==> src/rtl/mrm2_pkg.sv <==
package mrm2_pkg;

  localparam logic [31:0] MIX_MUL     = 32'h5bd1e995;
  localparam int          MIX_SHIFT   = 24;
  localparam int          FIN_SHIFT_A = 13;
  localparam int          FIN_SHIFT_B = 15;

  // What the back end does with the value of one queued item
  typedef enum logic [1:0] {
    OP_NONE = 2'd0,
    OP_WORD = 2'd1,
    OP_TAIL = 2'd2
  } op_t;

  // One classified item between front and back end.
  // For OP_WORD val holds the fully mixed k, for OP_TAIL the masked tail bytes.
  typedef struct packed {
    logic        start;
    logic        last;
    op_t         op;
    logic [31:0] init;
    logic [31:0] val;
  } entry_t;

endpackage

==> src/rtl/mrm2_fifo.sv <==
module mrm2_fifo #(
  parameter int WIDTH = 8,
  parameter int DEPTH = 4
) (
  input  logic                         clk,
  input  logic                         rst_n,
  input  logic                         push,
  input  logic [WIDTH-1:0]             wdata,
  input  logic                         pop,
  output logic [WIDTH-1:0]             rdata,
  output logic                         empty,
  output logic [$clog2(DEPTH+1)-1:0]   count
);

  localparam int AW = (DEPTH > 1) ? $clog2(DEPTH) : 1;
  localparam int CW = $clog2(DEPTH + 1);

  logic [WIDTH-1:0] mem [DEPTH];
  logic [AW-1:0]    wr_ptr_r, wr_ptr_nxt;
  logic [AW-1:0]    rd_ptr_r, rd_ptr_nxt;
  logic [CW-1:0]    count_r, count_nxt;
  logic             do_pop;

  assign do_pop = pop && (count_r != '0);

  always_comb begin
    wr_ptr_nxt = wr_ptr_r;
    rd_ptr_nxt = rd_ptr_r;
    count_nxt  = count_r;
    if (push) begin
      wr_ptr_nxt = (wr_ptr_r == AW'(DEPTH - 1)) ? '0 : wr_ptr_r + 1'b1;
    end
    if (do_pop) begin
      rd_ptr_nxt = (rd_ptr_r == AW'(DEPTH - 1)) ? '0 : rd_ptr_r + 1'b1;
    end
    if (push && !do_pop) begin
      count_nxt = count_r + 1'b1;
    end else if (!push && do_pop) begin
      count_nxt = count_r - 1'b1;
    end
  end

  always_ff @(posedge clk) begin
    if (!rst_n) begin
      wr_ptr_r <= '0;
      rd_ptr_r <= '0;
      count_r  <= '0;
    end else begin
      wr_ptr_r <= wr_ptr_nxt;
      rd_ptr_r <= rd_ptr_nxt;
      count_r  <= count_nxt;
    end
  end

  always_ff @(posedge clk) begin
    if (push) begin
      mem[wr_ptr_r] <= wdata;
    end
  end

  assign rdata = mem[rd_ptr_r];
  assign empty = (count_r == '0);
  assign count = count_r;

endmodule

==> src/rtl/mrm2_front.sv <==
module mrm2_front #(
  parameter int MID_DEPTH = 4
) (
  input  logic                           clk,
  input  logic                           rst_n,
  input  logic [31:0]                    seed,
  input  logic                           in_push,
  output logic                           in_full,
  input  logic                           in_start_req,
  input  logic [30:0]                    in_message_length,
  input  logic [31:0]                    in_data_word,
  input  logic [2:0]                     in_word_bytes,
  input  logic                           in_last,
  input  logic [$clog2(MID_DEPTH+1)-1:0] mid_count,
  output logic                           mid_push,
  output mrm2_pkg::entry_t               mid_entry
);
  import mrm2_pkg::*;

  localparam int MCW = $clog2(MID_DEPTH + 1);

  logic           open_r, open_nxt;
  logic           f1_v_r, f2_v_r;
  entry_t         f1_e_r, f1_e_nxt;
  entry_t         f2_e_r, f2_e_nxt;
  logic [MCW:0]   used;
  logic           accept, take;
  logic [31:0]    k_pre;
  logic [31:0]    k_mix;

  // Reserve a queue slot for every item in flight so the pipe never stalls
  assign used    = {1'b0, mid_count} + (MCW + 1)'(f1_v_r) + (MCW + 1)'(f2_v_r);
  assign in_full = (used >= (MCW + 1)'(MID_DEPTH));
  assign accept  = in_push && !in_full;
  // Drop items that arrive with no message open
  assign take    = accept && (in_start_req || open_r);

  assign k_pre = in_data_word * MIX_MUL;

  always_comb begin
    f1_e_nxt.start = in_start_req;
    f1_e_nxt.last  = in_last;
    f1_e_nxt.init  = seed ^ {1'b0, in_message_length};
    f1_e_nxt.op    = OP_TAIL;
    f1_e_nxt.val   = '0;
    if (in_word_bytes inside {[3'd4:3'd7]}) begin
      f1_e_nxt.op  = OP_WORD;
      f1_e_nxt.val = k_pre;
    end else begin
      case (in_word_bytes)
        3'd1:    f1_e_nxt.val = {24'd0, in_data_word[7:0]};
        3'd2:    f1_e_nxt.val = {16'd0, in_data_word[15:0]};
        3'd3:    f1_e_nxt.val = {8'd0, in_data_word[23:0]};
        default: f1_e_nxt.op  = OP_NONE;
      endcase
    end
  end

  assign open_nxt = take ? !in_last : open_r;

  assign k_mix = f1_e_r.val ^ (f1_e_r.val >> MIX_SHIFT);

  always_comb begin
    f2_e_nxt = f1_e_r;
    if (f1_e_r.op == OP_WORD) begin
      f2_e_nxt.val = k_mix * MIX_MUL;
    end
  end

  always_ff @(posedge clk) begin
    if (!rst_n) begin
      open_r <= 1'b0;
      f1_v_r <= 1'b0;
      f2_v_r <= 1'b0;
    end else begin
      open_r <= open_nxt;
      f1_v_r <= take;
      f2_v_r <= f1_v_r;
    end
  end

  always_ff @(posedge clk) begin
    f1_e_r <= f1_e_nxt;
    f2_e_r <= f2_e_nxt;
  end

  assign mid_push  = f2_v_r;
  assign mid_entry = f2_e_r;

endmodule

==> src/rtl/mrm2_back.sv <==
module mrm2_back #(
  parameter int OUT_DEPTH = 4
) (
  input  logic                           clk,
  input  logic                           rst_n,
  input  logic                           mid_empty,
  input  mrm2_pkg::entry_t               mid_entry,
  output logic                           mid_pop,
  input  logic [$clog2(OUT_DEPTH+1)-1:0] out_count,
  output logic                           out_push,
  output logic [31:0]                    out_data
);
  import mrm2_pkg::*;

  localparam int OCW = $clog2(OUT_DEPTH + 1);

  logic [31:0]  acc_r, acc_nxt;
  logic         av1_v_r, av2_v_r;
  logic [31:0]  av1_r, av2_r;
  logic [OCW:0] used;
  logic [31:0]  h_base, mul_a, prod;

  assign used    = {1'b0, out_count} + (OCW + 1)'(av1_v_r) + (OCW + 1)'(av2_v_r);
  assign mid_pop = !mid_empty && (used < (OCW + 1)'(OUT_DEPTH));

  assign h_base = mid_entry.start ? mid_entry.init : acc_r;
  assign mul_a  = (mid_entry.op == OP_TAIL) ? (h_base ^ mid_entry.val) : h_base;
  assign prod   = mul_a * MIX_MUL;

  always_comb begin
    case (mid_entry.op)
      OP_WORD: acc_nxt = prod ^ mid_entry.val;
      OP_TAIL: acc_nxt = prod;
      default: acc_nxt = h_base;
    endcase
  end

  always_ff @(posedge clk) begin
    if (!rst_n) begin
      acc_r   <= '0;
      av1_v_r <= 1'b0;
      av2_v_r <= 1'b0;
    end else begin
      if (mid_pop) begin
        acc_r <= acc_nxt;
      end
      av1_v_r <= mid_pop && mid_entry.last;
      av2_v_r <= av1_v_r;
    end
  end

  // Avalanche: shift-xor, multiply, shift-xor over three stages
  always_ff @(posedge clk) begin
    av1_r <= acc_nxt ^ (acc_nxt >> FIN_SHIFT_A);
    av2_r <= av1_r * MIX_MUL;
  end

  assign out_push = av2_v_r;
  assign out_data = av2_r ^ (av2_r >> FIN_SHIFT_B);

endmodule

==> src/rtl/murmur2_hash_32.sv <==
// Channel   Direction  Handshake           Payload
// in_*      input      in_push / in_full   start_req, message_length, data_word,
//                                          word_bytes, last
// out_*     output     out_pop / out_empty hash
// cfg_*     input      cfg_valid/cfg_ready seed
//
// One item per cycle sustained while in_full stays low; the accumulator loop in
// the back end holds one multiply and one xor. After its last item transfers,
// a hash passes the second premix stage, the middle queue write, the
// accumulator update with the first avalanche step, the avalanche multiply and
// the output queue write before out_empty goes low.
// Synchronous active-low reset empties both queues and closes any message.
// in_full rises once the middle queue has no slot for the items in flight;
// a stalled out_pop backs up through the output queue to in_full.
module murmur2_hash_32 #(
  parameter int MID_DEPTH = 4,
  parameter int OUT_DEPTH = 4
) (
  input  logic        clk,
  input  logic        rst_n,
  input  logic        cfg_valid,
  output logic        cfg_ready,
  input  logic [31:0] cfg_seed,
  input  logic        in_push,
  output logic        in_full,
  input  logic        in_start_req,
  input  logic [30:0] in_message_length,
  input  logic [31:0] in_data_word,
  input  logic [2:0]  in_word_bytes,
  input  logic        in_last,
  input  logic        out_pop,
  output logic        out_empty,
  output logic [31:0] out_hash
);
  import mrm2_pkg::*;

  localparam int MCW = $clog2(MID_DEPTH + 1);
  localparam int OCW = $clog2(OUT_DEPTH + 1);
  localparam int EW  = $bits(entry_t);

  logic [31:0]    seed_r;
  logic           mid_push, mid_pop, mid_empty;
  entry_t         mid_wentry, mid_rentry;
  logic [EW-1:0]  mid_rbits;
  logic [MCW-1:0] mid_count;
  logic           out_push;
  logic [31:0]    out_data;
  logic [OCW-1:0] out_count;

  // Seed register: always ready; the user must write it only while idle, the block does not enforce it
  assign cfg_ready = 1'b1;

  always_ff @(posedge clk) begin
    if (!rst_n) begin
      seed_r <= '0;
    end else if (cfg_valid && cfg_ready) begin
      seed_r <= cfg_seed;
    end
  end

  // Front end: accept, drop orphan items, classify and premix full words
  mrm2_front #(
    .MID_DEPTH (MID_DEPTH)
  ) u_front (
    .clk               (clk),
    .rst_n             (rst_n),
    .seed              (seed_r),
    .in_push           (in_push),
    .in_full           (in_full),
    .in_start_req      (in_start_req),
    .in_message_length (in_message_length),
    .in_data_word      (in_data_word),
    .in_word_bytes     (in_word_bytes),
    .in_last           (in_last),
    .mid_count         (mid_count),
    .mid_push          (mid_push),
    .mid_entry         (mid_wentry)
  );

  // Middle queue decouples the premix pipe from the accumulator
  mrm2_fifo #(
    .WIDTH (EW),
    .DEPTH (MID_DEPTH)
  ) u_mid_q (
    .clk   (clk),
    .rst_n (rst_n),
    .push  (mid_push),
    .wdata (mid_wentry),
    .pop   (mid_pop),
    .rdata (mid_rbits),
    .empty (mid_empty),
    .count (mid_count)
  );

  assign mid_rentry = entry_t'(mid_rbits);

  // Back end: fold into the accumulator, avalanche on the last item
  mrm2_back #(
    .OUT_DEPTH (OUT_DEPTH)
  ) u_back (
    .clk       (clk),
    .rst_n     (rst_n),
    .mid_empty (mid_empty),
    .mid_entry (mid_rentry),
    .mid_pop   (mid_pop),
    .out_count (out_count),
    .out_push  (out_push),
    .out_data  (out_data)
  );

  // Output queue holds finished hashes until the consumer pops them
  mrm2_fifo #(
    .WIDTH (32),
    .DEPTH (OUT_DEPTH)
  ) u_out_q (
    .clk   (clk),
    .rst_n (rst_n),
    .push  (out_push),
    .wdata (out_data),
    .pop   (out_pop),
    .rdata (out_hash),
    .empty (out_empty),
    .count (out_count)
  );

  // Credit accounting must keep both queues from overflowing
  a_mid_no_overflow: assert property (@(posedge clk) disable iff (!rst_n)
    mid_push |-> (mid_count < MCW'(MID_DEPTH)))
    else $error("middle queue pushed while full");

  a_out_no_overflow: assert property (@(posedge clk) disable iff (!rst_n)
    out_push |-> (out_count < OCW'(OUT_DEPTH)))
    else $error("output queue pushed while full");

  a_pop_needs_entry: assert property (@(posedge clk) disable iff (!rst_n)
    mid_pop |-> !mid_empty)
    else $error("back end popped an empty middle queue");

  a_reset_empties: assert property (@(posedge clk)
    !rst_n |=> (out_empty && mid_empty && !out_push))
    else $error("queues not empty after reset");

endmodule

==> config.mk <==
export PLATFORM = sky130hd
export DESIGN_NAME = murmur2_hash_32
export DESIGN_NICKNAME = d
export VERILOG_FILES = /design/src/rtl/mrm2_pkg.sv /design/src/rtl/mrm2_fifo.sv /design/src/rtl/mrm2_front.sv /design/src/rtl/mrm2_back.sv /design/src/rtl/murmur2_hash_32.sv
export SDC_FILE = /design/constraint.sdc
export NUM_CORES = 2
export LEC_CHECK = 0
export ABC_AREA = 1
export BUFFER_PORTS_ARGS = -buffer_cell sky130_fd_sc_hd__buf_2
export CELL_PAD_IN_SITES_DETAIL_PLACEMENT = 1
export CELL_PAD_IN_SITES_GLOBAL_PLACEMENT = 2
export CORE_UTILIZATION = 43
export CTS_BUF_LIST = sky130_fd_sc_hd__clkbuf_8 sky130_fd_sc_hd__clkbuf_16
export CTS_CLUSTER_SIZE = 25
export DETAILED_ROUTE_END_ITERATION = 12
export PLACE_DENSITY = 0.89
export SETUP_SLACK_MARGIN = 0.5
export SYNTH_ARGS = -nofsm -noshare
export SYNTH_HDL_FRONTEND = slang
export SYNTH_SLANG_ARGS = --single-unit
==> constraint.sdc <==
create_clock -name clk -period 12.09 [get_ports clk]
set_input_delay 0.6045 -clock clk [delete_from_list [all_inputs] [get_ports clk]]
set_output_delay 0.6045 -clock clk [all_outputs]
set_load 0.01 [all_outputs]
* After elaboration in Yosys (flattened, before gate mapping)
Memory sizes are Yosys's and may differ from the RTL's. A register that Yosys moved wholly into a read port is not among the register bits.
Index checks and enable logic that the tools add are counted.
** Cells by class
- Multiply operators :: 4
- Bitwise gates (word level) :: 6
- Equality and inequality tests :: 10
- $add $sub $neg :: 12
- Magnitude comparators :: 4
- Multiplexer cells :: 23
- Reduce and logical (&&, ||, !) cells :: 26
** Operators with widths (number)
- $mul A32 B31 Y32 const B :: 4
- $mux W32 :: 4
- $pmux W24 S3 :: 1
- $pmux W32 S2 :: 1
- $xor A32 B32 Y32 :: 2
- $xor A32 B17 Y32 :: 1
- $xor A32 B19 Y32 :: 1
- $xor A32 B31 Y32 :: 1
- $xor A32 B8 Y32 :: 1
- $mux W2 :: 9
- $mux W3 :: 4
- $logic_and A1 B1 Y1 :: 11
- $eq A2 B2 Y1 const B :: 5
- $add A2 B1 Y2 const B :: 4
- $add A3 B1 Y4 :: 2
- $add A4 B1 Y4 :: 2
- $logic_not A1 Y1 :: 7
- $add A3 B1 Y3 const B :: 2
- $eq A3 B2 Y1 const B :: 2
- $logic_not A3 Y1 :: 2
- $reduce_bool A3 Y1 :: 2
- $sub A3 B1 Y3 const B :: 2
- $eq A2 B1 Y1 const B :: 2
- $ge A4 B3 Y1 const B :: 1
- 8 further kinds :: 12
** Word-level totals
- Register bits :: 283
- RAM bits :: 400
- Memories kept :: 2
** Memory list
- u_mid_q.mem :: words 4, width 68, rd ports 1, clocked after Yosys merged registers in 1, write ports 1, line mrm2_fifo.sv:18 : logic [WIDTH-1:0] mem [DEPTH];
- u_out_q.mem :: words 4, width 32, rd ports 1, clocked after Yosys merged registers in 1, write ports 1, line mrm2_fifo.sv:18

* Logic depth before layout (Yosys ltp)
- Depth after elaboration :: 8
- Mapped depth :: 53

* Hierarchy
Synthesis repeated with hierarchy kept, for this count alone.
** Unflattened totals
- Cell total of the unflattened synthesis :: 6669
- Area, all modules :: 62850.3 µm²
** Modules (own cells, without submodules)
- mrm2_back :: area an instance 23068.4 µm², cells each 2756, seq. area each 1961.9 µm², instances 1
- mrm2_front :: area an instance 22653.0 µm², cells each 2615, seq. area each 2782.7 µm², instances 1
- mrm2_fifo at u_mid_q :: area an instance 10530.1 µm², cells each 721, seq. area each 8348.0 µm², instances 1
- mrm2_fifo at u_out_q :: area an instance 5252.5 µm², cells each 373, seq. area each 4023.9 µm², instances 1
- murmur2_hash_32 :: area an instance 1346.3 µm², cells each 204, seq. area each 640.6 µm², instances 1

* Worst setup path after synthesis
Ideal clock, no wire load.
- Path type :: register to register
- From :: reg with a tool-made name
- To :: reg u_back.av1_r[16]
- Path buffers :: 10
- Library setup time :: 113 ps
- Slack :: 3050 ps
- Data required time :: 11977 ps
- Arrival time :: 8928 ps
- Stages on the path, launching flop included :: 48
- Clock period less this slack :: 9040 ps
- Path through :: dfxtp_1 inv_2 buf_6 buf_6 buf_6 buf_2 buf_2 clkbuf_1 nand2_1 a32oi_1 inv_1 ha_1 buf_2 inv_1 buf_1 clkbuf_1 clkbuf_1 nor2_1 [12 not listed] fa_1 inv_1 ha_1 a21oi_1 o21ai_0 a21oi_1 nand3_1 nand3_1 nand2_1 a31oi_1 o21ai_0 or2_2 nand3_1 nand3_1 nand2_1 inv_1 nand2_1 nand2_1
** RTL lines
- end signal: assignment :: line mrm2_back.sv:54 : av1_r <= acc_nxt ^ (acc_nxt >> FIN_SHIFT_A);
- end: declaration :: line mrm2_back.sv:19 : logic [31:0] av1_r, av2_r;

==> impl_metrics.env <==
export IMPL_maxSlewViolCount=0
export IMPL_vias=41700
export IMPL_tns_ns=0
export IMPL_diodes=0
export IMPL_ys_seq_elements=687
export IMPL_setup_viol=0
export IMPL_worst_path_most_repeated_cell="inv_1"
export IMPL_top_level_ports=140
export IMPL_cts_buffers=73
export IMPL_cts_tree="yes"
export IMPL_cts_hold_buf=0
export IMPL_hp_start="in_message_length[29]"
export IMPL_synth_cell_types=64
export IMPL_synthCells=6111
export IMPL_routed_via_density=5.10
export IMPL_finalCritPeriodShare=0.813
export IMPL_post_route_drc_count=0
export IMPL_drv_cap=0
export IMPL_ff2ff_path_depth=45
export IMPL_fp_dieW_um=379
export IMPL_clk_latency_ns=0.67
export IMPL_grt_setup_unrepaired="no"
export IMPL_cts_setup_buffers=0
export IMPL_period_minus_slack_ns=9.83
export IMPL_ant_nets=0
export IMPL_yosys_top_cells_area="fa_1 23%, edfxtp_1 20%, ha_1 18%"
export IMPL_yosysTopAreaCell="fa_1"
export IMPL_grt_max_degree=82
export IMPL_netlist_area_um2=61000
export IMPL_cp_required_ns=12.64
export IMPL_dp_hpwl_mm=141
export IMPL_rr_endpoint="u_back.av1_r[16]"
export IMPL_hold_class="in2reg"
export IMPL_place_gp_congestion=0.948
export IMPL_ys_seq_area_frac=0.291
export IMPL_yosysMostFrequentCell="inv_1"
export IMPL_area_growth_synth_to_final_pct=8.62
export IMPL_synthArstFlopShare=0
export IMPL_drive_gt1_frac=0.0639
export IMPL_yosys_area_top_type_share=0.234
export IMPL_antenna_found_initial=5
export IMPL_wl_per_cell_um=21.6
export IMPL_slew_headroom=0.146
export IMPL_cts_resized=0
export IMPL_wl_mm=177
export IMPL_ys_flop_type="edfxtp_1"
export IMPL_floorplan_die_area_um2=143000
export IMPL_start_kind="flip-flop"
export IMPL_core_area_um2=140000
export IMPL_max_stage_delay_ns=0.62
export IMPL_cts_htree_levels=3
export IMPL_max_freq_mhz=102
export IMPL_fin_nets=7924
export IMPL_io_buffers=138
export IMPL_synthTopCellsByCount="1523 x inv_1, 864 x ha_1, 713 x fa_1, 577 x nand2_1, 400 x edfxtp_1"
export IMPL_dr_pass1_iters=5
export IMPL_worstMarginPinSlew_ns=1.27
export IMPL_clkTransAtPathRegs_ns=0.06
export IMPL_synth_nets=7793
export IMPL_grt_ovfl_total=0
export IMPL_r2r_slack_ns=2.26
export IMPL_hold_end="u_front.f1_e_r[61]"
export IMPL_grt_use_total=0.253
export IMPL_crit_type="reg2reg"
export IMPL_initial_core_util=0.435
export IMPL_crit_path_end_kind="flip-flop"
export IMPL_yosysWarningCount=0
export IMPL_grt_pass1_vias=46500
export IMPL_clock_sinks=687
export IMPL_std_cell_rows=137
export IMPL_critical_path_arrival_ns=10.39
export IMPL_critPathMaxFanout=58
export IMPL_clock_skew_ns=0.0429
export IMPL_clk_path_buf_depth=3
export IMPL_syn_avg_cell_area_um2=9.99
export IMPL_outcome="finished, final reports clean"
export IMPL_synth_edf_count=400
export IMPL_critical_path_slowest_cell="inv_1"
export IMPL_fp_dieH_um=379
export IMPL_grt_pass1_wl_mm=274
export IMPL_hold_viol=0
export IMPL_root_buffer="clkbuf_16"
export IMPL_drtIter0Drc=2114
export IMPL_hold_depth=2
## routing by layer
metal,up-vias,track usage,part of all wire
li1,19400,-,-
met2,779,0.445,0.50
met3,217,0.0241,0.035
met5,-,0,0
met4,0,0.0742,0.030
met1,21300,0.330,0.43
## cells by family (layout without fill, tap and decap cells)
logic type / count (synthesis) / count (layout) / synth area share
buf+inv: 1655 / 1847 / 0.106
flops: 687 / 687 / 0.291
other cells: 1 / 1 / 0.0000614
xor+xnor: 303 / 303 / 0.0458
simple gates: 1184 / 1184 / 0.0809
compound gates: 704 / 704 / 0.0658
fa+ha+maj: 1577 / 1577 / 0.411
## layout make-up
cell class / count / area [um2]
Clock buffer: 81 / 1970
Inverter: 1533 / 5760
Clock inverter: 55 / 619
Timing Repair Buffer: 178 / 991
Multi-Input combinational cell: 3769 / 36800
Sequential cell: 687 / 17800
Tap cell: 1876 / 2350
Fill cell: 15900 / 73900
## registers in the layout, indices dropped and copies added, names as in the netlist, named ones only
signal             cells
u_out_q.count          3
u_out_q.wr_ptr_r       2
seed_r                32
u_mid_q.count          3
u_out_q.mem          128
u_back.av1_r          32
u_front.f1_v_r         1
u_back.out_push        1
u_mid_q.mem          272
u_back.av2_r          32
u_mid_q.wr_ptr_r       2
u_front.mid_entry     68
u_front.f1_e_r        68
u_back.acc_r          32
u_mid_q.rd_ptr_r       2
u_back.av1_v_r         1
u_front.mid_push       1
u_out_q.rd_ptr_r       2
u_front.open_r         1
## metrics by stage
step                      setup WS [ns]  instances   util  hold slack, ns  instance area, um2
final                              2.26       8179  0.473           0.117               66300
after global routing               1.44       8179  0.473          0.0933               66300
after CTS                          2.28       8179  0.473          0.0691               66300
after detailed placement           2.34       8043  0.454           0.314               63700
after global placement             2.49       8043  0.454           0.310               63700
after floorplan                    3.05       6111      -           0.310               61000
## worst max-delay path, delay by kind of cell, from the launching register on
family	cells	cell delay (ns)
fa+ha+maj	10	3.65
buf+inv	13	2.01
compound gates	3	0.60
flops	1	0.52
simple gates	17	2.06
xor+xnor	2	0.82
## cells in the final DEF (no fill, tap or decap), drive strengths merged, types with 24 or more instances in the layout
master  instances
edfxtp        400
or2            27
buf           178
ha            864
a21oi         205
inv          1546
a31oi          24
dfxtp         287
clkbuf         81
xnor2         131
o21ai         326
nor2          374
nand3         142
fa            713
xor2          172
clkinv         30
nand2         595
o22ai          49
## worst max path at each step
| stage | end | slack, ns | cells past startpoint |
|---|---|---|---|
| 2_1_floorplan | u_back.av1_r[16] | 3.05 | 47 |
| 3_3_place_gp | u_back.av1_r[16] | 2.49 | 44 |
| 3_5_place_dp | u_back.av1_r[16] | 2.34 | 47 |
| 4_1_cts | u_back.av1_r[16] | 2.28 | 47 |
| 5_1_grt | u_back.av1_r[16] | 1.44 | 47 |
| 6_report | u_back.av1_r[16] | 2.26 | 45 |
Power is left out: the tool's default activity adds up to more than one toggle a clock period on the data nets, which glitch-free logic cannot reach.
